===== src/rtl/tpc_pkg.sv =====
package tpc_pkg;

	// Configuration register indexes.
	localparam int CFG_IDX_W = 8;
	localparam logic [CFG_IDX_W-1:0] REG_TEMP_CALIB = 8'd0;
	localparam logic [CFG_IDX_W-1:0] REG_PRESS_LOW = 8'd1;
	localparam logic [CFG_IDX_W-1:0] REG_PRESS_HIGH = 8'd2;
	localparam logic [CFG_IDX_W-1:0] REG_PRESS_LAST = 8'd3;

	// Field widths.
	localparam int RAW_W = 20;
	localparam int OUT_W = 32;

	// Divider geometry: 64-bit dividend, divisor magnitude of at most 2^30.
	localparam int DIV_W = 64;
	localparam int DEN_W = 31;
	localparam int REM_W = DEN_W + 1;

	// Compensation constants.
	localparam logic signed [32:0] FINE_OFFSET = 33'sd128000;
	localparam logic [20:0] PRESS_BASE = 21'd1048576;
	localparam logic [11:0] PRESS_SCALE = 12'd3125;
	localparam logic [63:0] V1_BIAS = 64'h0000_8000_0000_0000;

	// Unpacked calibration words.
	typedef struct packed {
		logic [15:0] t1;
		logic signed [15:0] t2;
		logic signed [15:0] t3;
		logic [15:0] p1;
		logic signed [15:0] p2;
		logic signed [15:0] p3;
		logic signed [15:0] p4;
		logic signed [15:0] p5;
		logic signed [15:0] p6;
		logic signed [15:0] p7;
		logic signed [15:0] p8;
		logic signed [15:0] p9;
	} tpc_calib_t;

endpackage


===== src/rtl/tpc_temp.sv =====
module tpc_temp (
	input  logic clk,
	input  logic arst_n,
	input  logic adv,
	input  logic in_valid,
	input  logic [tpc_pkg::RAW_W-1:0] raw_pressure,
	input  logic [tpc_pkg::RAW_W-1:0] raw_temperature,
	input  tpc_pkg::tpc_calib_t calib,
	output logic out_valid,
	output logic signed [31:0] fine,
	output logic signed [31:0] tcent,
	output logic [tpc_pkg::RAW_W-1:0] raw_p
);

	logic vld_s1, vld_s2, vld_s3, vld_s4, vld_s5;
	logic signed [17:0] x1_s1;
	logic signed [16:0] d_s1;
	logic signed [31:0] ap_s2, dd_s2;
	logic signed [31:0] a_s3, bp_s3;
	logic signed [31:0] fine_s4;
	logic signed [31:0] fine_s5, tcent_s5;
	logic [tpc_pkg::RAW_W-1:0] rawp_s1, rawp_s2, rawp_s3, rawp_s4, rawp_s5;

	logic signed [17:0] x1_c;
	logic signed [16:0] d_c;
	logic signed [33:0] ap_c, dd_c;
	logic signed [31:0] dsh_c;
	logic signed [47:0] bp_c;
	logic signed [31:0] bsh_c, fine_c, t5_c, tc_c;

	// Temperature formula in 32-bit wrapping arithmetic.
	always_comb begin
		x1_c = $signed({1'b0, raw_temperature[19:3]}) - $signed({1'b0, calib.t1, 1'b0});
		d_c = $signed({1'b0, raw_temperature[19:4]}) - $signed({1'b0, calib.t1});
		ap_c = x1_s1 * calib.t2;
		dd_c = d_s1 * d_s1;
		dsh_c = dd_s2 >>> 12;
		bp_c = dsh_c * calib.t3;
		bsh_c = bp_s3 >>> 14;
		fine_c = a_s3 + bsh_c;
		t5_c = (fine_s4 <<< 2) + fine_s4 + 32'sd128;
		tc_c = t5_c >>> 8;
	end

	// Payload stages.
	always_ff @(posedge clk) begin
		if (adv) begin
			x1_s1 <= x1_c;
			d_s1 <= d_c;
			rawp_s1 <= raw_pressure;
			ap_s2 <= ap_c[31:0];
			dd_s2 <= dd_c[31:0];
			rawp_s2 <= rawp_s1;
			a_s3 <= ap_s2 >>> 11;
			bp_s3 <= bp_c[31:0];
			rawp_s3 <= rawp_s2;
			fine_s4 <= fine_c;
			rawp_s4 <= rawp_s3;
			fine_s5 <= fine_s4;
			tcent_s5 <= tc_c;
			rawp_s5 <= rawp_s4;
		end
	end

	// Valid bits.
	always_ff @(posedge clk or negedge arst_n) begin
		if (!arst_n) begin
			vld_s1 <= 1'b0;
			vld_s2 <= 1'b0;
			vld_s3 <= 1'b0;
			vld_s4 <= 1'b0;
			vld_s5 <= 1'b0;
		end else if (adv) begin
			vld_s1 <= in_valid;
			vld_s2 <= vld_s1;
			vld_s3 <= vld_s2;
			vld_s4 <= vld_s3;
			vld_s5 <= vld_s4;
		end
	end

	assign out_valid = vld_s5;
	assign fine = fine_s5;
	assign tcent = tcent_s5;
	assign raw_p = rawp_s5;

endmodule


===== config.mk =====
export PLATFORM = sky130hd
export DESIGN_NAME = tpc_temp
export DESIGN_NICKNAME = d
export VERILOG_FILES = /design/src/rtl/tpc_pkg.sv /design/src/rtl/tpc_temp.sv
export SDC_FILE = /design/constraint.sdc
export NUM_CORES = 2
export LEC_CHECK = 0
export BUFFER_PORTS_ARGS = -buffer_cell sky130_fd_sc_hd__buf_2
export CAP_MARGIN = 40
export CORE_UTILIZATION = 35
export CTS_CLUSTER_DIAMETER = 50
export DETAILED_ROUTE_END_ITERATION = 12
export GPL_ROUTABILITY_DRIVEN = 0
export PLACE_DENSITY_LB_ADDON = 0.25
export RECOVER_POWER = 100
export SLEW_MARGIN = 20
export SYNTH_ARGS = -nofsm -noshare
export SYNTH_HDL_FRONTEND = slang
export SYNTH_SLANG_ARGS = --single-unit

===== constraint.sdc =====
create_clock -name clk -period 19 [get_ports clk]
set_clock_uncertainty 0.15 [all_clocks]
set_input_delay 0.95 -clock clk [delete_from_list [all_inputs] [get_ports clk]]
set_output_delay 0.95 -clock clk [all_outputs]
set_load 0.03 [all_outputs]

# Yosys cells after proc, flatten, opt, wreduce, memory -nomap -nowiden
# Index checks and enable logic that the tools add are counted.
[totals] reg_bits=345 latch_bits=0 ramBits=0 romBits=0 inputBits=236 out_inout_bits=85 elab_cells=27 n_memories=0
[op_classes] addsub=5 multipliers=3 n_div=0 n_lt_le_gt_ge=0 eq_ne=0 shift=0 mux=0 n_bitwise=0 reduce_logical=0
[ops] cell="32-bit adder" count=1
[ops] cell="32-bit by 9-bit adder with 32-bit output (second input constant)" count=1
[ops] cell="17-bit by 17-bit multiplier with 32-bit output" count=1
[ops] cell="18-bit by 16-bit multiplier with 32-bit output" count=1
[ops] cell="20-bit by 16-bit multiplier with 32-bit output" count=1
[ops] cell="21-bit by 18-bit adder with 22-bit output" count=1
[ops] cell="17-bit by 17-bit subtractor with 18-bit output" count=1
[ops] cell="16-bit by 16-bit subtractor with 17-bit output" count=1

# Depth between registers and ports, before layout
[logic_depth] depth_word=2 ltp_mapped=26 ltp_nobuf=25

# Least setup slack after synthesis
# OpenSTA, ideal clock, no wires.
[synth_path] path_type="input port to flip-flop" startpoint="in calib[145] (netlist bit)" endpoint="reg bp_s3[31], data pin" setup_ps=260 arrival_ps=6671 required_ps=18590 slack_ps=11919 stages=24 n_path_buf=2 cell_sequence="clkbuf_1 clkbuf_1 nand2_1 fa_1 fa_1 fa_1 inv_1 fa_1 fa_1 inv_1 fa_1 inv_1 ha_1 o21a_1 o21ai_0 nand2b_1 a21o_1 a31oi_2 o21ai_2 a211o_1 a21oi_4 o211ai_2 a21oi_2 xnor2_1"
[synth_via] elab_chain_len=1
[synth_rtl] element="start: declaration" line_no="tpc_temp.sv:8" text="input tpc_pkg::tpc_calib_t calib,"
[synth_rtl] element="20-bit by 16-bit multiplier with 32-bit output" line_no="tpc_temp.sv:38" text="bp_c = dsh_c * calib.t3;"
[synth_rtl] element="net bp_c[31]" line_no="tpc_temp.sv:28" text="logic signed [47:0] bp_c;"
[synth_rtl] element="end signal: assignment" line_no="tpc_temp.sv:55" text="bp_s3 <= bp_c[31:0];"
[synth_rtl] element="end: declaration" line_no="tpc_temp.sv:19" text="logic signed [31:0] a_s3, bp_s3;"
# The timed path passes the listed nets, and every way through them passes these cells.
# A chain may end at the register's enable or synchronous reset.

# Final worst setup path
[layout_path] startpoint="reg x1_s1[5]" endpoint="reg ap_s2[31], data pin"
[layout_via] elab_chain_len=1
[layout_rtl] element="start: declaration" line_no="tpc_temp.sv:16" text="logic signed [17:0] x1_s1;"
[layout_rtl] element="start signal: assignment" line_no="tpc_temp.sv:48" text="x1_s1 <= x1_c;"
[layout_rtl] element="18-bit by 16-bit multiplier with 32-bit output" line_no="tpc_temp.sv:35" text="ap_c = x1_s1 * calib.t2;"
[layout_rtl] element="net ap_c[31]" line_no="tpc_temp.sv:26" text="logic signed [33:0] ap_c, dd_c;"
[layout_rtl] element="end signal: assignment" line_no="tpc_temp.sv:51" text="ap_s2 <= ap_c[31:0];"
[layout_rtl] element="end: declaration" line_no="tpc_temp.sv:18" text="logic signed [31:0] ap_s2, dd_s2;"
# The timed path passes the listed nets, and every way through them passes these cells.

==> report_table.html <==
<table>
<tr><th>Metric</th><th>Value</th></tr>
<tr><th colspan="2">Setup path</th></tr>
<tr><td>Cell class contributing the biggest share of worst-path delay</td><td>compound AO/OA/AOI/OAI gates</td></tr>
<tr><td>Number of cells traversed by the worst register-to-register path</td><td>24</td></tr>
<tr><td>Crit path launch type</td><td>flop</td></tr>
<tr><td>RR Endpoint</td><td>ap_s2[31]</td></tr>
<tr><td>Instance count on the critical path</td><td>24</td></tr>
<tr><td>Combined buffer and inverter count along the critical path</td><td>5</td></tr>
<tr><td>Endpoint required time on the critical path</td><td>19.16 ns</td></tr>
<tr><td>WP data arrival</td><td>9.73 ns</td></tr>
<tr><td>Setup CP Type</td><td>flop to flop</td></tr>
<tr><td>Flop-to-flop setup slack</td><td>9.43 ns</td></tr>
<tr><td>Standard cell with the maximum stage delay on the critical path</td><td>sky130_fd_sc_hd__clkbuf_1</td></tr>
<tr><td>Stage delay of the slowest cell on the critical path</td><td>1.51 ns</td></tr>
<tr><td>Crit Path Max Fanout</td><td>35</td></tr>
<tr><td>Endpoint type of the worst setup path</td><td>flop</td></tr>
<tr><td>Critical-path cell list</td><td>clkbuf_1 -&gt; nand2_1 -&gt; fa_1 -&gt; fa_1 -&gt; inv_1 -&gt; ha_1 -&gt; fa_1 -&gt; ha_1 -&gt; inv_1 -&gt; fa_1 -&gt; inv_1 -&gt; ha_1 -&gt; a211oi_1 -&gt; o211ai_1 -&gt; a31oi_1 -&gt; o21ai_0 -&gt; a41o_1 -&gt; a31oi_1 -&gt; o221ai_1 -&gt; a221oi_1 -&gt; o211ai_1 -&gt; a21oi_2 -&gt; xnor2_1 -&gt; clkbuf_1</td></tr>
<tr><td>Startpoint of the most critical register-to-register path</td><td>x1_s1[5]</td></tr>
<tr><td>Library cell appearing most often on the critical path</td><td>sky130_fd_sc_hd__fa_1</td></tr>
<tr><th colspan="2">Logic synthesis</th></tr>
<tr><td>Synthesized instance count</td><td>3,865</td></tr>
<tr><td>Register bit total from synthesis</td><td>271</td></tr>
<tr><td>Number of distinct library cells after synthesis</td><td>60</td></tr>
<tr><td>Netlist area before placement</td><td>0.0402 mm^2</td></tr>
<tr><td>Warnings from Yosys</td><td>0</td></tr>
<tr><td>Sequential element share of the synthesized area</td><td>20.2%</td></tr>
<tr><td>Number of synthesized flops with an enable pin</td><td>266</td></tr>
<tr><td>Predominant post-synthesis flop cell</td><td>sky130_fd_sc_hd__edfxtp_1</td></tr>
<tr><td>Mean Syn Cell Area</td><td>10.4 um^2</td></tr>
<tr><td>Proportion of synthesized flip-flops having asynchronous set or reset</td><td>1.85%</td></tr>
<tr><td>Syn_nets</td><td>5,240</td></tr>
<tr><th colspan="2">Flow run</th></tr>
<tr><td>Number of maximum-capacitance constraint violations</td><td>5</td></tr>
<tr><th colspan="2">STA</th></tr>
<tr><td>Worst slew margin relative to its limit</td><td>-386%</td></tr>
<tr><td>Endpoints failing setup</td><td>0</td></tr>
<tr><td>Slew at the pin with the worst max-slew slack</td><td>7.30 ns</td></tr>
<tr><td>Unrepaired setup endpoints after global routing</td><td>no</td></tr>
<tr><td>Hold Fails Final Rpt</td><td>0</td></tr>
<tr><td>Pins over their slew limit</td><td>269</td></tr>
<tr><td>Final worst path period share</td><td>50.4%</td></tr>
<tr><td>Post-Route Setup TNS</td><td>0 ns</td></tr>
<tr><td>Post-route minimum period</td><td>9.57 ns</td></tr>
<tr><td>Highest clock rate</td><td>0.104 GHz</td></tr>
<tr><td>Worst slack on hold paths</td><td>0.250 ns</td></tr>
<tr><th colspan="2">Floorplanning</th></tr>
<tr><td>Starting density of the core</td><td>35.2%</td></tr>
<tr><td>Die Area</td><td>0.116 mm^2</td></tr>
<tr><td>Die width</td><td>341 um</td></tr>
<tr><td>Top-Level Pins</td><td>321</td></tr>
<tr><td>Height of the chip</td><td>341 um</td></tr>
<tr><td>Area of the core region</td><td>0.114 mm^2</td></tr>
<tr><td>Standard-cell row count</td><td>124</td></tr>
<tr><th colspan="2">Global routing</th></tr>
<tr><td>Maximum number of pins on one net before global-route repair</td><td>127</td></tr>
<tr><td>Total congestion overflow after global routing</td><td>0</td></tr>
<tr><td>Global-route track usage on met1</td><td>21.2%</td></tr>
<tr><td>All-Layer GR Usage</td><td>15.8%</td></tr>
<tr><td>Met2 demand-to-capacity share in global routing</td><td>27.3%</td></tr>
<tr><td>Met3 layer usage reported by global route</td><td>2.30%</td></tr>
<tr><td>Busiest layer in global routing</td><td>met2</td></tr>
<tr><td>Number of antenna violations at the first check in global routing</td><td>4</td></tr>
<tr><td>Vias in the first global route</td><td>27,215</td></tr>
<tr><td>Wire length of the first global-routing pass</td><td>146,000 um</td></tr>
<tr><th colspan="2">Worst hold path</th></tr>
<tr><td>Worst Hold Endpoint</td><td>a_s3[7]</td></tr>
<tr><td>Depth of the worst hold-timing path</td><td>0</td></tr>
<tr><td>Hold Startpoint</td><td>ap_s2[18]</td></tr>
<tr><td>Worst min-delay path class</td><td>flop to flop</td></tr>
<tr><th colspan="2">CTS</th></tr>
<tr><td>Worst skew pair latency</td><td>0.59 ns</td></tr>
<tr><td>TritonCTS clock tree</td><td>done</td></tr>
<tr><td>Maximum buffer depth of the clock tree</td><td>3</td></tr>
<tr><td>H-Tree Depth</td><td>2</td></tr>
<tr><td>Clock-pin slew of the registers on the worst-case setup and hold paths</td><td>0.06 ns</td></tr>
<tr><td>Number of instances resized during post-cts repair</td><td>0</td></tr>
<tr><td>Count of clock tree sinks</td><td>271</td></tr>
<tr><td>Clock buffers created by TritonCTS</td><td>42</td></tr>
<tr><td>Clock root buffer master</td><td>sky130_fd_sc_hd__clkbuf_16</td></tr>
<tr><th colspan="2">Routing</th></tr>
<tr><td>DRT antenna net count</td><td>0</td></tr>
<tr><td>Post-detailed-routing wire length</td><td>87,400 um</td></tr>
<tr><td>DRC violation total after the first TritonRoute iteration</td><td>975</td></tr>
<tr><td>Remaining DRCs</td><td>0</td></tr>
<tr><td>Wirelength per Cell</td><td>15.8 um</td></tr>
<tr><td>Via/cell ratio</td><td>4.53</td></tr>
<tr><td>First drt pass iteration count</td><td>5</td></tr>
<tr><td>Via count</td><td>25,005</td></tr>
<tr><th colspan="2">Cells and area</th></tr>
<tr><td>Area Growth Syn to Fin</td><td>8.76%</td></tr>
<tr><td>Final #Nets</td><td>5,344</td></tr>
<tr><td>Antenna fix cells</td><td>0</td></tr>
<tr><td>Share of final-layout standard cells stronger than drive strength 1</td><td>4.82%</td></tr>
<tr><td>Count of filler cells inserted in the layout</td><td>11,478</td></tr>
<tr><th colspan="2">Outcome</th></tr>
<tr><td>Violated checks</td><td>capacitance limit, slew limit</td></tr>
<tr><td>Run status</td><td>finished, violations left</td></tr>
<tr><th colspan="2">Placement</th></tr>
<tr><td>Detailed Place HPWL</td><td>67,900 um</td></tr>
<tr><td>Port Buffer Count</td><td>173</td></tr>
</table>
## cells by family (layout without fill, tap and decap cells)
| logic type | count (synthesis) | count (layout) | share of synthesized area, % |
|---|---|---|---|
| multiplexers | 6 | 6 | 0.168 |
| buffers and inverters | 1174 | 1311 | 11.1 |
| AND/OR/NAND/NOR | 928 | 928 | 11.2 |
| flip-flops | 271 | 271 | 20.2 |
| AO/OA/AOI/OAI | 195 | 195 | 3.42 |
| XOR/XNOR | 152 | 152 | 3.31 |
| adder cells (fa/ha/maj) | 1139 | 1139 | 50.6 |
## registers in the layout, summed over array words and instances (netlist names), 18 cells and up
| register | cells |
|---|---|
| a_s3 | 21 |
| ap_s2 | 21 |
| bp_s3 | 18 |
| dd_s2 | 20 |
| fine | 22 |
| fine_s4 | 22 |
| raw_p | 20 |
| rawp_s1 | 20 |
| rawp_s2 | 20 |
| rawp_s3 | 20 |
| rawp_s4 | 20 |
| tcent | 24 |
| x1_s1 | 18 |
## layout make-up
class	count	area, um^2	share of cell area, %
Multi-Input combinational cell	2420	27500	62.9
Sequential cell	271	8110	18.5
Inverter	1028	3860	8.82
Tap cell	1512	1890	4.32
Clock buffer	45	1070	2.45
Timing Repair Buffer	206	983	2.25
Clock inverter	32	304	0.695
## per-stage QoR
step	cells	utilization (%)	cell area [um^2]	setup slack, ns
finish	5514	38.3	43700	9.43
global route	5514	38.3	43700	8.59
CTS	5511	38.5	44000	11.55
detailed placement	5433	37.3	42600	11.00
global placement	5430	37.3	42600	11.01
floorplan	3865	-	40200	11.92
## cell usage in the layout (no fill, tap or decap), drive strengths merged, types with 3 or more instances in the layout
cell type	Yosys	final
a21boi	4	4
mux2	6	6
clkinv	0	19
a221oi	3	3
nor3	18	18
inv	1028	1041
xor2	33	33
a2111oi	3	3
xnor2	119	119
a21o	22	22
o31ai	4	4
clkbuf	127	143
a211oi	7	7
and2	320	320
o21ai	43	43
a21oi	53	53
fa	815	815
o21bai	6	6
a31oi	6	6
o21a	16	16
edfxtp	266	266
o2111ai	3	3
dfrtp	5	5
nand3	15	15
o211ai	5	5
nor2	108	108
a211o	3	3
o41ai	3	3
nor2b	28	28
ha	324	324
and3	6	6
nand2b	17	17
nand4	10	10
buf	19	107
nand2	403	403
## routing by layer
metal	up-vias	share of wire (%)
met4	0	1.4
met3	80	4.4
met5	-	0
li1	11640	-
met2	453	49
met1	12832	45
## synth_stat cells, types with 3 or more instances
cell type / instances / share of area [%]
sky130_fd_sc_hd__nand3_1: 15 / 0.19
sky130_fd_sc_hd__dfrtp_1: 5 / 0.31
sky130_fd_sc_hd__nand4_1: 10 / 0.16
sky130_fd_sc_hd__a21boi_0: 3 / 0.056
sky130_fd_sc_hd__edfxtp_1: 266 / 20
sky130_fd_sc_hd__o41ai_1: 3 / 0.065
sky130_fd_sc_hd__a211oi_1: 6 / 0.11
sky130_fd_sc_hd__nand2b_1: 17 / 0.26
sky130_fd_sc_hd__xnor2_1: 119 / 2.6
sky130_fd_sc_hd__o2111ai_1: 3 / 0.065
sky130_fd_sc_hd__a211o_1: 3 / 0.065
sky130_fd_sc_hd__nor3_1: 18 / 0.22
sky130_fd_sc_hd__o21ai_1: 4 / 0.050
sky130_fd_sc_hd__o21a_1: 16 / 0.30
sky130_fd_sc_hd__o21bai_1: 6 / 0.11
sky130_fd_sc_hd__a21oi_2: 3 / 0.065
sky130_fd_sc_hd__mux2_2: 6 / 0.17
sky130_fd_sc_hd__fa_1: 815 / 41
sky130_fd_sc_hd__o31ai_1: 3 / 0.056
sky130_fd_sc_hd__and3_1: 6 / 0.093
sky130_fd_sc_hd__a31oi_1: 4 / 0.062
sky130_fd_sc_hd__ha_1: 324 / 10
sky130_fd_sc_hd__a21oi_1: 49 / 0.61
sky130_fd_sc_hd__inv_1: 1027 / 9.6
sky130_fd_sc_hd__a21o_1: 22 / 0.41
sky130_fd_sc_hd__and2_1: 320 / 5.0
sky130_fd_sc_hd__clkbuf_1: 127 / 1.2
sky130_fd_sc_hd__nor2b_1: 28 / 0.44
sky130_fd_sc_hd__o21ai_0: 38 / 0.47
sky130_fd_sc_hd__nor2_1: 107 / 1.0
sky130_fd_sc_hd__o211ai_1: 3 / 0.056
sky130_fd_sc_hd__xor2_1: 33 / 0.72
sky130_fd_sc_hd__nand2_1: 403 / 3.8
sky130_fd_sc_hd__buf_4: 18 / 0.34
## worst reg2reg max path, cell delays in order, from the launching register on
cell and delay (ns):
sky130_fd_sc_hd__edfxtp_1 0.31, sky130_fd_sc_hd__clkbuf_1 1.51, sky130_fd_sc_hd__nand2_1 0.28, sky130_fd_sc_hd__fa_1 0.61
sky130_fd_sc_hd__fa_1 0.56, sky130_fd_sc_hd__inv_1 0.04, sky130_fd_sc_hd__ha_1 0.20, sky130_fd_sc_hd__fa_1 0.44
sky130_fd_sc_hd__ha_1 0.28, sky130_fd_sc_hd__inv_1 0.04, sky130_fd_sc_hd__fa_1 0.48, sky130_fd_sc_hd__inv_1 0.04
sky130_fd_sc_hd__ha_1 0.28, sky130_fd_sc_hd__a211oi_1 0.21, sky130_fd_sc_hd__o211ai_1 0.13, sky130_fd_sc_hd__a31oi_1 0.43
sky130_fd_sc_hd__o21ai_0 0.28, sky130_fd_sc_hd__a41o_1 0.35, sky130_fd_sc_hd__a31oi_1 0.59, sky130_fd_sc_hd__o221ai_1 0.38
sky130_fd_sc_hd__a221oi_1 0.66, sky130_fd_sc_hd__o211ai_1 0.28, sky130_fd_sc_hd__a21oi_2 0.20, sky130_fd_sc_hd__xnor2_1 0.16
sky130_fd_sc_hd__clkbuf_1 0.41
## worst max path at each step
stage	from	endpoint	slack, ns
after floorplan	calib[145]	bp_s3[31]	11.92
after global routing	adv	rawp_s1[13]	8.59
after global placement	calib[146]	bp_s3[31]	11.01
after detailed placement	calib[161]	ap_s2[30]	11.00
after CTS	x1_s1[5]	ap_s2[30]	11.55
final	x1_s1[5]	ap_s2[31]	9.43
## what timing repair did
action	in CTS	in global routing
buffers inserted	0	0
endpoints found under the hold margin	5	0
hold buffers	1	0
Power is not shown: default switching activity piles up to over one toggle a cycle in this logic, so the estimate is an artifact.
