$ cat src/rtl/tpc_pkg.sv
package tpc_pkg;

	// Configuration register indexes.
	localparam int CFG_IDX_W = 8;
	localparam logic [CFG_IDX_W-1:0] REG_TEMP_CALIB = 8'd0;
	localparam logic [CFG_IDX_W-1:0] REG_PRESS_LOW = 8'd1;
	localparam logic [CFG_IDX_W-1:0] REG_PRESS_HIGH = 8'd2;
	localparam logic [CFG_IDX_W-1:0] REG_PRESS_LAST = 8'd3;

	// Field widths.
	localparam int RAW_W = 20;
	localparam int OUT_W = 32;

	// Divider geometry: 64-bit dividend, divisor magnitude of at most 2^30.
	localparam int DIV_W = 64;
	localparam int DEN_W = 31;
	localparam int REM_W = DEN_W + 1;

	// Compensation constants.
	localparam logic signed [32:0] FINE_OFFSET = 33'sd128000;
	localparam logic [20:0] PRESS_BASE = 21'd1048576;
	localparam logic [11:0] PRESS_SCALE = 12'd3125;
	localparam logic [63:0] V1_BIAS = 64'h0000_8000_0000_0000;

	// Unpacked calibration words.
	typedef struct packed {
		logic [15:0] t1;
		logic signed [15:0] t2;
		logic signed [15:0] t3;
		logic [15:0] p1;
		logic signed [15:0] p2;
		logic signed [15:0] p3;
		logic signed [15:0] p4;
		logic signed [15:0] p5;
		logic signed [15:0] p6;
		logic signed [15:0] p7;
		logic signed [15:0] p8;
		logic signed [15:0] p9;
	} tpc_calib_t;

endpackage

$ cat src/rtl/tpc_cfg.sv
module tpc_cfg (
	input  logic clk,
	input  logic arst_n,
	input  logic cfg_valid,
	output logic cfg_ready,
	input  logic [tpc_pkg::CFG_IDX_W-1:0] cfg_index,
	input  logic [63:0] cfg_data,
	output tpc_pkg::tpc_calib_t calib
);

	logic [47:0] temp_calib_q;
	logic [63:0] press_low_q;
	logic [63:0] press_high_q;
	logic [15:0] press_last_q;

	assign cfg_ready = 1'b1;

	// Register writes; an index beyond the list is ignored.
	always_ff @(posedge clk or negedge arst_n) begin
		if (!arst_n) begin
			temp_calib_q <= '0;
			press_low_q <= '0;
			press_high_q <= '0;
			press_last_q <= '0;
		end else if (cfg_valid) begin
			case (cfg_index)
				tpc_pkg::REG_TEMP_CALIB: temp_calib_q <= cfg_data[47:0];
				tpc_pkg::REG_PRESS_LOW: press_low_q <= cfg_data;
				tpc_pkg::REG_PRESS_HIGH: press_high_q <= cfg_data;
				tpc_pkg::REG_PRESS_LAST: press_last_q <= cfg_data[15:0];
				default: begin
				end
			endcase
		end
	end

	// Split the packed words into calibration fields.
	always_comb begin
		calib.t1 = temp_calib_q[15:0];
		calib.t2 = temp_calib_q[31:16];
		calib.t3 = temp_calib_q[47:32];
		calib.p1 = press_low_q[15:0];
		calib.p2 = press_low_q[31:16];
		calib.p3 = press_low_q[47:32];
		calib.p4 = press_low_q[63:48];
		calib.p5 = press_high_q[15:0];
		calib.p6 = press_high_q[31:16];
		calib.p7 = press_high_q[47:32];
		calib.p8 = press_high_q[63:48];
		calib.p9 = press_last_q;
	end

endmodule

$ cat config.mk
export PLATFORM = sky130hd
export DESIGN_NAME = tpc_cfg
export DESIGN_NICKNAME = d
export VERILOG_FILES = /design/src/rtl/tpc_pkg.sv /design/src/rtl/tpc_cfg.sv
export SDC_FILE = /design/constraint.sdc
export NUM_CORES = 1
export LEC_CHECK = 0
export BUFFER_PORTS_ARGS = -buffer_cell sky130_fd_sc_hd__buf_2
export CAP_MARGIN = 15
export CELL_PAD_IN_SITES_DETAIL_PLACEMENT = 0
export CELL_PAD_IN_SITES_GLOBAL_PLACEMENT = 1
export CORE_ASPECT_RATIO = 0.75
export CORE_MARGIN = 4
export CORE_UTILIZATION = 41
export DETAILED_ROUTE_END_ITERATION = 8
export GPL_TIMING_DRIVEN = 1
export PLACE_DENSITY = 0.9
export RECOVER_POWER = 25
export SYNTH_ARGS = -nofsm -noshare
export SYNTH_HDL_FRONTEND = slang
export SYNTH_SLANG_ARGS = --single-unit
$ cat constraint.sdc
create_clock -name clk -period 0.8 [get_ports clk]
set_input_delay 0.16 -clock clk [delete_from_list [all_inputs] [get_ports clk]]
set_output_delay 0.16 -clock clk [all_outputs]
set_load 0.02 [all_outputs]
# == Word-level counts from Yosys, hierarchy flattened ==
# Index checks and enable logic that the tools add are counted.
# word_totals
elab_cells,12
output_inout_bits,193
regBits,192
inputBits,75
# op_classes
n_reduce_logical,5
n_eq_ne,3
# ops
cell,count
$eq 8x2->1 const B,2
$eq 8x1->1 const B,1
$logic_not 8->1,1
$reduce_and 2->1,4

# == Depth between registers and ports, before layout ==
# Gate-level depths: netlist of the first run.
# depth
ltp_word,2
ltp_mapped,5

# == Worst setup path after synthesis of the first run ==
# Ideal clock, no wire load.
# synth_path
kind,input port to flip-flop
startpoint,input port cfg_index[6] in the netlist's numbering
endpoint,register press_low_q[10]
slack_ns,-0.676
setup_time_ns,0.125
arrival_ns,1.351
n_path_buf,2
path_stages,5
required_ns,0.675
cell_sequence,nor4b_4 > and4b_1 > buf_6 > buf_12 > mux2_4
# synth_via
elab_chain_cells,2
# synth_lines
element,line_no,text
from (decl),tpc_cfg.sv:6,"input logic [tpc_pkg::CFG_IDX_W-1:0] cfg_index,"
$eq 8x1->1,tpc_cfg.sv:26,case (cfg_index)
$reduce_and 2->1 (no line),n/a,
to (signal assigned),tpc_cfg.sv:28,tpc_pkg::REG_PRESS_LOW: press_low_q <= cfg_data;
to (decl),tpc_cfg.sv:12,logic [63:0] press_low_q;
# Every way passes these cells.
# A chain may end at the register's enable or synchronous reset.

# == Worst setup path in the final report of the first run ==
# layout_path
startpoint,input port cfg_index[3] in the netlist's numbering
endpoint,register temp_calib_q[28]
# layout_via
elab_chain_cells,2
# layout_lines
element,line_no,text
$logic_not 8->1,tpc_cfg.sv:26,
$reduce_and 2->1 (no line),n/a,
to (signal assigned),tpc_cfg.sv:27,tpc_pkg::REG_TEMP_CALIB: temp_calib_q <= cfg_data[47:0];
to (decl),tpc_cfg.sv:11,logic [47:0] temp_calib_q;
# Every way passes these cells.

==> results.json, run 1 <==
{
  "io_pins": 268,
  "placed_area_mm2": 0.00962,
  "min_from": "cfg_data[33]",
  "path_class": "input pin to flop",
  "vias_per_cell": 4.89,
  "path_delay_family": "buffers and inverters",
  "num_vias": 5823,
  "root_buffer": "clkbuf_16",
  "netlist_area_mm2": 0.00791,
  "first_global_vias": 6342,
  "grt_first_pass_wirelength_mm": 38.6,
  "synth_simple_gate_area_share_pct": 1.03,
  "crit_fanout": 8,
  "final_cell_mix": "buf_6 (200), dfrtp_1 (192), mux2_4 (182)",
  "regToRegStartpoint": "press_low_q[21]",
  "r2r_cells": 3,
  "grt_util_all_layers_pct": 23.5,
  "syn_to_final_growth_pct": 74.9,
  "reg2reg_to": "press_low_q[21]",
  "n_antenna_cell": 0,
  "crit_chain": "buf_6 > nor4b_4 > buf_4 > and4bb_4 > buf_12 > clkbuf_16 > mux2_4",
  "violations": "negative setup slack",
  "yosys.area_share.adder_pct": 0,
  "firstDrtPassIters": 4,
  "worstHoldEndpoint": "press_low_q[33]",
  "required_ps": 1110,
  "pre_cts_slack_ps": -932,
  "chipHeight_um": 128,
  "final-hold-violation-count": 0,
  "startpoint_type": "input pin",
  "numCtsBuffers": 17,
  "synth_warnings": 0,
  "seq_area_frac_synth_pct": 60.8,
  "initial_core_util_pct": 42.2,
  "syn_nets": 487,
  "power.leakage_nw": 7.39,
  "synth_top_family_by_area": "multiplexers",
  "clockBufferDepth": 2,
  "drc": 0,
  "crit_start": "cfg_index[3]",
  "dp_hpwl_mm": 13.2,
  "die_width_um": 168,
  "totalWireLength_mm": 28.3,
  "clock.fmax_mhz": 732,
  "setup_ws_ps": -567,
  "p_total_w": 0.0232,
  "layout_commonest_cell": "buf_6",
  "arrival_ps": 1670,
  "synth.mux.area_fraction_pct": 34.5,
  "synthXorXnorAreaFrac_pct": 0,
  "fin_crit_sh_pct": 171,
  "core-area_mm2": 0.0187,
  "antenna_found_initial": 0,
  "gp_congestion": 0.799,
  "crit_buf_inv": 4,
  "detail-route-antenna-nets": 0,
  "final-seq-area_mm2": 0.00480,
  "row_count": 43,
  "place_inst": 927,
  "insertion_delay_ps": 410,
  "wl_per_cell_um": 23.7,
  "status": "finished, violations left",
  "multi_input_area_mm2": 0.00295,
  "final_max_slew_viol_count": 0,
  "worstHoldPathType": "input pin to flop",
  "power_density_mw_per_mm2": 1680,
  "cts_tree": "yes",
  "dieArea_mm2": 0.0216,
  "clk_pin_slew_ps": 70,
  "hold_depth": 2,
  "fin_area_mm2": 0.0138,
  "critPathSlowestCell": "nor4b_4",
  "irDropWorstVdd_mv": 1.34,
  "cap_viol_max_count": 0,
  "min_period_ps": 1370,
  "port_buffers": 266,
  "cp-end-kind": "flop",
  "cpPeakStageDelay_ps": 320,
  "finalSetupViolations": 475,
  "syn_inst": 412,
  "overflow": 0,
  "grt_max_degree": 42,
  "ys_ff_latch": 192,
  "rsz0062_at_grt": "yes",
  "cts.htree.levels": 4,
  "drive_gt1_share_pct": 74.5,
  "synth_compound_area_share_pct": 0,
  "hold_slack_ps": 20.6,
  "drtIter0Drc": 390,
  "synth_area_per_cell_um2": 19.2,
  "reg2reg_setup_slack_ps": -290,
  "clock_sinks": 192,
  "clock_skew_ps": 0,
  "ys_types": 13,
  "fin_cells": 1191,
  "final_nets": 1006,
  "fillCellCount": 1039
}
[metal layers]
| metal | track usage [%] | share of wire (%) | vias up |
|---|---|---|---|
| met2 | 41.1 | 51 | 280 |
| met1 | 28.9 | 40 | 3007 |
| met3 | 6.23 | 7.1 | 47 |
| li1 | - | - | 2489 |
| met4 | 6.73 | 2.2 | 0 |
| met5 | 0 | 0 | - |
[stage by stage]
stage | setup TNS (ps) | utilization (%)
3_5_place_dp | -164590 | 51.4
6_report | -157100 | 73.8
4_1_cts | -138880 | 70.2
3_3_place_gp | -158580 | 51.4
2_1_floorplan | -115040 | -
5_1_grt | -167460 | 73.8
[worst max path at each step]
| stage | slack (ps) | cells after the start | end |
|---|---|---|---|
| final | -570 | 7 | temp_calib_q[28] |
| after global routing | -540 | 7 | temp_calib_q[15] |
| after detailed placement | -930 | 5 | press_low_q[63] |
| after global placement | -910 | 5 | press_low_q[63] |
| after CTS | -470 | 6 | temp_calib_q[43] |
| after floorplan | -670 | 5 | press_low_q[10] |
[cell usage after synthesis, drive strengths merged]
cell type  number  area share [%]
nor3            1            0.13
and4bb          1            0.21
nand4b          1            0.11
nor4b           1            0.30
buf            21             3.7
dfrtp         192              61
mux2          192              34
conb            1           0.047
nand4           1            0.16
and4b           1            0.13
[cell type report]
cell class	instances	share of cell area, %
Timing Repair Buffer	521	37.3
Clock buffer	18	3.10
Clock inverter	14	1.28
Tap cell	247	2.24
Multi-Input combinational cell	199	21.3
Sequential cell	192	34.8
[cells by family (layout without fill, tap and decap cells)]
logic type,after synthesis,in the layout
simple gates,6,6
mux,192,192
buf+inv,21,553
other cells,1,1
flops,192,192
[repair_timing]
action                     4_1_cts  5_1_grt
buffers inserted               107       64
pin swaps                        1        2
resized for setup              422       26
setup endpoints to repair      384      384
hold endpoints to repair       286        1
cloned                          11        8
hold buffers                    45        1
[state kept, by name (all words and copies together) (netlist names)]
| name | count |
|---|---|
| temp_calib_q | 48 |
| press_last_q | 16 |
| press_high_q | 64 |
| press_low_q | 64 |
[report_power, final]
group | internal (W) | switching, W
Combinational | 0.00225 | 0.00163
Clock | 0.00474 | 0.00403
Sequential | 0.0102 | 0.000404
Note: power is estimated with default switching activity, not from simulation.
==> run 2: changes to the inputs <==
--- a/config.mk
+++ b/config.mk
@@ -5,7 +5,7 @@
 export SDC_FILE = /design/constraint.sdc
 export NUM_CORES = 1
 export LEC_CHECK = 0
-export BUFFER_PORTS_ARGS = -buffer_cell sky130_fd_sc_hd__buf_2
+export BUFFER_PORTS_ARGS = -buffer_cell sky130_fd_sc_hd__buf_4
 export CAP_MARGIN = 15
 export CELL_PAD_IN_SITES_DETAIL_PLACEMENT = 0
 export CELL_PAD_IN_SITES_GLOBAL_PLACEMENT = 1
@@ -13,6 +13,7 @@
 export CORE_MARGIN = 4
 export CORE_UTILIZATION = 41
 export DETAILED_ROUTE_END_ITERATION = 8
+export GPL_ROUTABILITY_DRIVEN = 0
 export GPL_TIMING_DRIVEN = 1
 export PLACE_DENSITY = 0.9
 export RECOVER_POWER = 25
==> constraint.sdc (replaced) <==
create_clock -name clk -period 1.5 [get_ports clk]
set_input_delay 0.3 -clock clk [delete_from_list [all_inputs] [get_ports clk]]
set_output_delay 0.3 -clock clk [all_outputs]
set_load 0.02 [all_outputs]
==> run 2 against run 1 <==
The run now ends clean. Critical path type unchanged. Sequential cell count stayed put. Non-clock buffer count is 234 lower. Critical path depth is 2 lower. Clock-buffer cell count stayed put. Register-to-register slack better by 990 ps. Hold slack better by 93 ps. Sequential power is 47% lower. Die area stayed put. Combinational power is 63% lower. Power is 51% lower. Sequential share of layout area is 9.8 points higher.
==> results.json, run 2 (synthesis results as in run 1) <==
{
  "status": "finished clean",
  "cp-end-kind": "flop",
  "min_from": "cfg_data[56]",
  "first_global_vias": 5150,
  "clock_skew_ps": 0,
  "regToRegStartpoint": "press_low_q[23]",
  "reg_top3": "press_high_q x64, press_low_q x64, temp_calib_q x48",
  "n_antenna_cell": 0,
  "antenna_found_initial": 0,
  "core-area_mm2": 0.0187,
  "crit_fanout": 28,
  "worst_pin_slew_ps": 663,
  "num_vias": 4551,
  "cap_viol_max_count": 0,
  "layout_commonest_cell": "buf_4",
  "reg2reg_to": "press_low_q[23]",
  "hold_depth": 2,
  "arrival_ps": 1790,
  "crit_start": "cfg_index[6]",
  "worstHoldPathType": "input pin to flop",
  "fin_area_mm2": 0.0108,
  "fin_cells": 957,
  "clock.fmax_mhz": 677,
  "syn_to_final_growth_pct": 36.3,
  "grt_util_all_layers_pct": 17.4,
  "power_density_mw_per_mm2": 1060,
  "dp_hpwl_mm": 13.5,
  "root_buffer": "clkbuf_16",
  "grt_max_degree": 45,
  "cpPeakStageDelay_ps": 360,
  "clk_pin_slew_ps": 70,
  "final_nets": 772,
  "row_count": 43,
  "clock_sinks": 192,
  "port_buffers": 266,
  "vias_per_cell": 4.76,
  "cts.htree.levels": 4,
  "crit_buf_inv": 2,
  "wl_per_cell_um": 19.4,
  "rsz0062_at_grt": "yes",
  "fin_crit_sh_pct": 98.4,
  "post-cts-setup-buffers": 0,
  "detail-route-antenna-nets": 0,
  "initial_core_util_pct": 42.2,
  "power.leakage_nw": 5.90,
  "clockBufferDepth": 2,
  "overflow": 0,
  "placed_area_mm2": 0.0102,
  "reg2reg_setup_slack_ps": 700,
  "drive_gt1_share_pct": 72.4,
  "dieArea_mm2": 0.0216,
  "numCtsBuffers": 17,
  "drc": 0,
  "final_cell_mix": "buf_4 (271), dfrtp_1 (192), mux2_4 (155)",
  "worstHoldEndpoint": "press_high_q[56]",
  "io_pins": 268,
  "insertion_delay_ps": 420,
  "final_max_slew_viol_count": 0,
  "required_ps": 1810,
  "final-hold-violation-count": 0,
  "min_period_ps": 1480,
  "cts_tree": "yes",
  "r2r_cells": 1,
  "irDropWorstVdd_mv": 0.708,
  "totalWireLength_mm": 18.5,
  "critPathSlowestCell": "nor4b_4",
  "grt_first_pass_wirelength_mm": 29.5,
  "finalSetupViolations": 0,
  "place_inst": 924,
  "crit_chain": "buf_4 > nor4b_4 > and4b_4 > buf_12 > mux2_2",
  "drtIter0Drc": 230,
  "die_width_um": 168,
  "path_delay_family": "simple AND/OR/NAND/NOR gates",
  "path_class": "input pin to flop",
  "startpoint_type": "input pin",
  "firstDrtPassIters": 4,
  "maxSlewHeadroom_pct": 55.8,
  "p_total_w": 0.0115,
  "chipHeight_um": 128
}
[run 2: routing by layer]
layer	track usage [%]	part of all wire [%]
met4	3.77	0.93
met5	0	0
met3	6.10	7.2
met1	22.1	42
met2	29.0	50
[run 2: per-stage QoR]
step                      setup WS [ps]  TNS [ps]  util [%]  hold slack [ps]
final                              23.5         0      57.5              113
after global routing              -11.1     -11.1      57.5             79.0
after CTS                          39.0         0      57.7             87.7
after detailed placement           -416    -59660      54.6              266
after global placement             -364    -52160      54.6              253
after floorplan                    -115     -9820         -             4.41
[run 2: repair_timing]
action / CTS / global route
setup endpoints to repair: 0 / 1
hold buffers: 1 / 0
hold endpoints to repair: 33 / 0
gates resized for setup: 0 / 0
[run 2: worst max path at each step]
stage	end	cells past startpoint
after floorplan	press_low_q[10]	5
after global placement	press_low_q[1]	5
after detailed placement	press_low_q[1]	5
after CTS	press_low_q[1]	5
after global routing	press_low_q[1]	5
final	press_low_q[1]	5
[run 2: power by group]
part	total (W)	internal (W)	switching, W
Sequential	0.00559	0.00542	0.000166
Combinational	0.00144	0.000749	0.000695
Clock	0.00444	0.00236	0.00208
[run 2: final cells by class]
class / instances / area, um2
clock inverters: 14 / 146
flip-flops and latches: 192 / 4800
clock buffers: 18 / 429
repair buffers: 287 / 2250
multi-input cells: 199 / 2830
fillers: 1444 / 7950
well taps: 247 / 309
==> run 3: changes to the inputs <==
--- a/config.mk
+++ b/config.mk
@@ -5,17 +5,17 @@
 export SDC_FILE = /design/constraint.sdc
 export NUM_CORES = 1
 export LEC_CHECK = 0
+export ABC_AREA = 1
 export BUFFER_PORTS_ARGS = -buffer_cell sky130_fd_sc_hd__buf_4
 export CAP_MARGIN = 15
 export CELL_PAD_IN_SITES_DETAIL_PLACEMENT = 0
 export CELL_PAD_IN_SITES_GLOBAL_PLACEMENT = 1
 export CORE_ASPECT_RATIO = 0.75
-export CORE_MARGIN = 4
-export CORE_UTILIZATION = 41
+export CORE_UTILIZATION = 39
 export DETAILED_ROUTE_END_ITERATION = 8
 export GPL_ROUTABILITY_DRIVEN = 0
 export GPL_TIMING_DRIVEN = 1
-export PLACE_DENSITY = 0.9
+export PLACE_DENSITY = 0.95
 export RECOVER_POWER = 25
 export SYNTH_ARGS = -nofsm -noshare
 export SYNTH_HDL_FRONTEND = slang
==> constraint.sdc (replaced) <==
create_clock -name clk -period 1.8 [get_ports clk]
set_input_delay 0.36 -clock clk [delete_from_list [all_inputs] [get_ports clk]]
set_output_delay 0.36 -clock clk [all_outputs]
set_load 0.02 [all_outputs]
==> run 3 against run 2 <==
Sequential share of layout area grew 0.82 points. Synthesized area shrank 3.0%. Largest cell class unchanged. Die area shrank 6.3%.
==> results.json, run 3 <==
{
  "numCtsBuffers": 17,
  "status": "finished clean",
  "cts-hold-fix-buffers": 1,
  "dieArea_mm2": 0.0202,
  "root_buffer": "clkbuf_16",
  "initial_core_util_pct": 39.7,
  "final_max_slew_viol_count": 0,
  "path_class": "input pin to asynchronous set/reset pin",
  "irDropWorstVdd_mv": 0.457,
  "ys_ff_latch": 192,
  "drtIter0Drc": 632,
  "worst_pin_slew_ps": 925,
  "dp_hpwl_mm": 15.8,
  "finalSetupViolations": 0,
  "reg_top3": "press_high_q x64, press_low_q x64, temp_calib_q x48",
  "fin_crit_sh_pct": 81.0,
  "maxSlewHeadroom_pct": 38.4,
  "syn_inst": 851,
  "syn_nets": 926,
  "detail-route-antenna-nets": 0,
  "antenna_found_initial": 0,
  "power_density_mw_per_mm2": 901,
  "vias_per_cell": 5.02,
  "tns_ps": 0,
  "synthArstFlopShare_pct": 100,
  "r2r_cells": 2,
  "synth_top_cells_by_area": "dfrtp_1 (63%), nand2_1 (19%), nand3_1 (13%)",
  "layout_commonest_cell": "nand2_1",
  "first_global_vias": 6664,
  "crit_start": "arst_n",
  "grt_max_degree": 70,
  "reg2reg_to": "press_high_q[42]",
  "grt_first_pass_wirelength_mm": 36.6,
  "reg2reg_setup_slack_ps": 1130,
  "n_antenna_cell": 0,
  "drc": 0,
  "syn_to_final_growth_pct": 37.9,
  "worstHoldPathType": "input pin to flop",
  "final_nets": 1180,
  "setup_ws_ps": 342,
  "regToRegStartpoint": "press_high_q[42]",
  "overflow": 0,
  "chipHeight_um": 123,
  "totalWireLength_mm": 24.0,
  "synth_flop_cell": "dfrtp_1",
  "synthTopCellsByCount": "nand2_1 (389), nand3_1 (193), dfrtp_1 (192), buf_2 (34)",
  "min_period_ps": 1460,
  "synth-edff-count": 0,
  "required_ps": 2400,
  "post-cts-setup-buffers": 0,
  "num_vias": 6878,
  "cts.htree.levels": 4,
  "synth_top_area_cell": "dfrtp_1",
  "cap_viol_max_count": 0,
  "yosys.cell_count.top_type": "nand2_1",
  "power.leakage_nw": 6.13,
  "crit_path_end": "press_high_q[32]",
  "ys_types": 15,
  "rsz0062_at_grt": "no",
  "final_cell_mix": "nand2_1 (389), buf_4 (277), nand3_1 (192), dfrtp_1 (192), clkbuf_16 (17)",
  "clock_sinks": 192,
  "final_util_pct": 54.7,
  "netlist_area_mm2": 0.00767,
  "startpoint_type": "input pin",
  "wl_per_cell_um": 17.5,
  "grt_util_all_layers_pct": 23.8,
  "drive_gt1_share_pct": 29.9,
  "clk_pin_slew_ps": 70,
  "clock.fmax_mhz": 686,
  "crit_fanout": 57,
  "firstDrtPassIters": 5,
  "ctsResizeCount": 0,
  "synth_area_per_cell_um2": 9.01,
  "die_width_um": 164,
  "clock_skew_ps": 0,
  "yosysTopAreaCellShare_pct": 62.7,
  "seq_area_frac_synth_pct": 62.7,
  "insertion_delay_ps": 420,
  "cts_tree": "yes",
  "synth_warnings": 0,
  "final-hold-violation-count": 0,
  "row_count": 44,
  "cp-end-kind": "asynchronous set/reset pin",
  "pre_cts_slack_ps": 132,
  "arrival_ps": 2060,
  "port_buffers": 266,
  "clockBufferDepth": 2,
  "io_pins": 268,
  "core-area_mm2": 0.0193
}
==> run 3: cell types whose count changed after synthesis, sizes merged <==
cell,change
nand2,+389
nand3,+196
mux2,-192
buf,+30
clkbuf,+8
nor2,+8
inv,+6
and4b,-1
and4bb,-1
nand4,-1
nand4b,-1
nor3,-1
nor4b,-1
==> run 3: per-stage QoR <==
step / power [W] / cell area [um2] / hold slack, ps / cells
after floorplan: 0.00519 / 7670 / 64.4 / 851
after global placement: 0.00592 / 10000 / 387 / 1338
after detailed placement: 0.00595 / 10000 / 384 / 1338
after CTS: 0.00960 / 10600 / 149 / 1371
after global routing: 0.00989 / 10600 / 156 / 1371
final: 0.00953 / 10600 / 168 / 1371
==> run 3: layout make-up <==
cell class	count	area, um2
timing repair buffer	294	2350
clock inverter	14	123
sequential	192	4800
tap	253	317
clock buffer	18	439
multi-input combinational	594	2520
fill	1743	8750
inverter	6	22.5
==> run 3: power by group <==
group	internal, W	switching [W]
Sequential	0.00452	0.000126
Combinational	0.000478	0.000735
Clock	0.00186	0.00182
Total	0.00685	0.00268
==> run 3: worst max-delay path: stages <==
cell and delay [ps]:
dlygate4sd3_1 520, clkbuf_4 720, clkbuf_2 410
==> run 3: cells by family (layout without fill, tap and decap cells) <==
family | after synthesis | after routing | synth area share, %
and+or+nand+nor | 593 | 593 | 32.6
buffers and inverters | 65 | 332 | 4.72
other | 1 | 1 | 0.0489
DFF | 192 | 192 | 62.7
==> run 3: how the worst min path moves through the flow <==
stage,start,endpoint,slack [ps],cells after the start
finish,cfg_data[48],press_low_q[48],170,3
global route,cfg_data[48],press_low_q[48],160,3
CTS,cfg_data[48],press_low_q[48],150,3
detailed placement,arst_n,press_low_q[53],380,1
global placement,arst_n,press_low_q[53],390,1
floorplan,arst_n,press_high_q[0],60,0
==> run 3: routing by layer <==
layer	up-vias	GRT usage [%]	share of wire, %
li1	3222	-	-
met1	3338	32.0	43
met2	292	37.1	46
met3	26	7.08	9.2
met4	0	7.23	1.4
met5	-	0	0
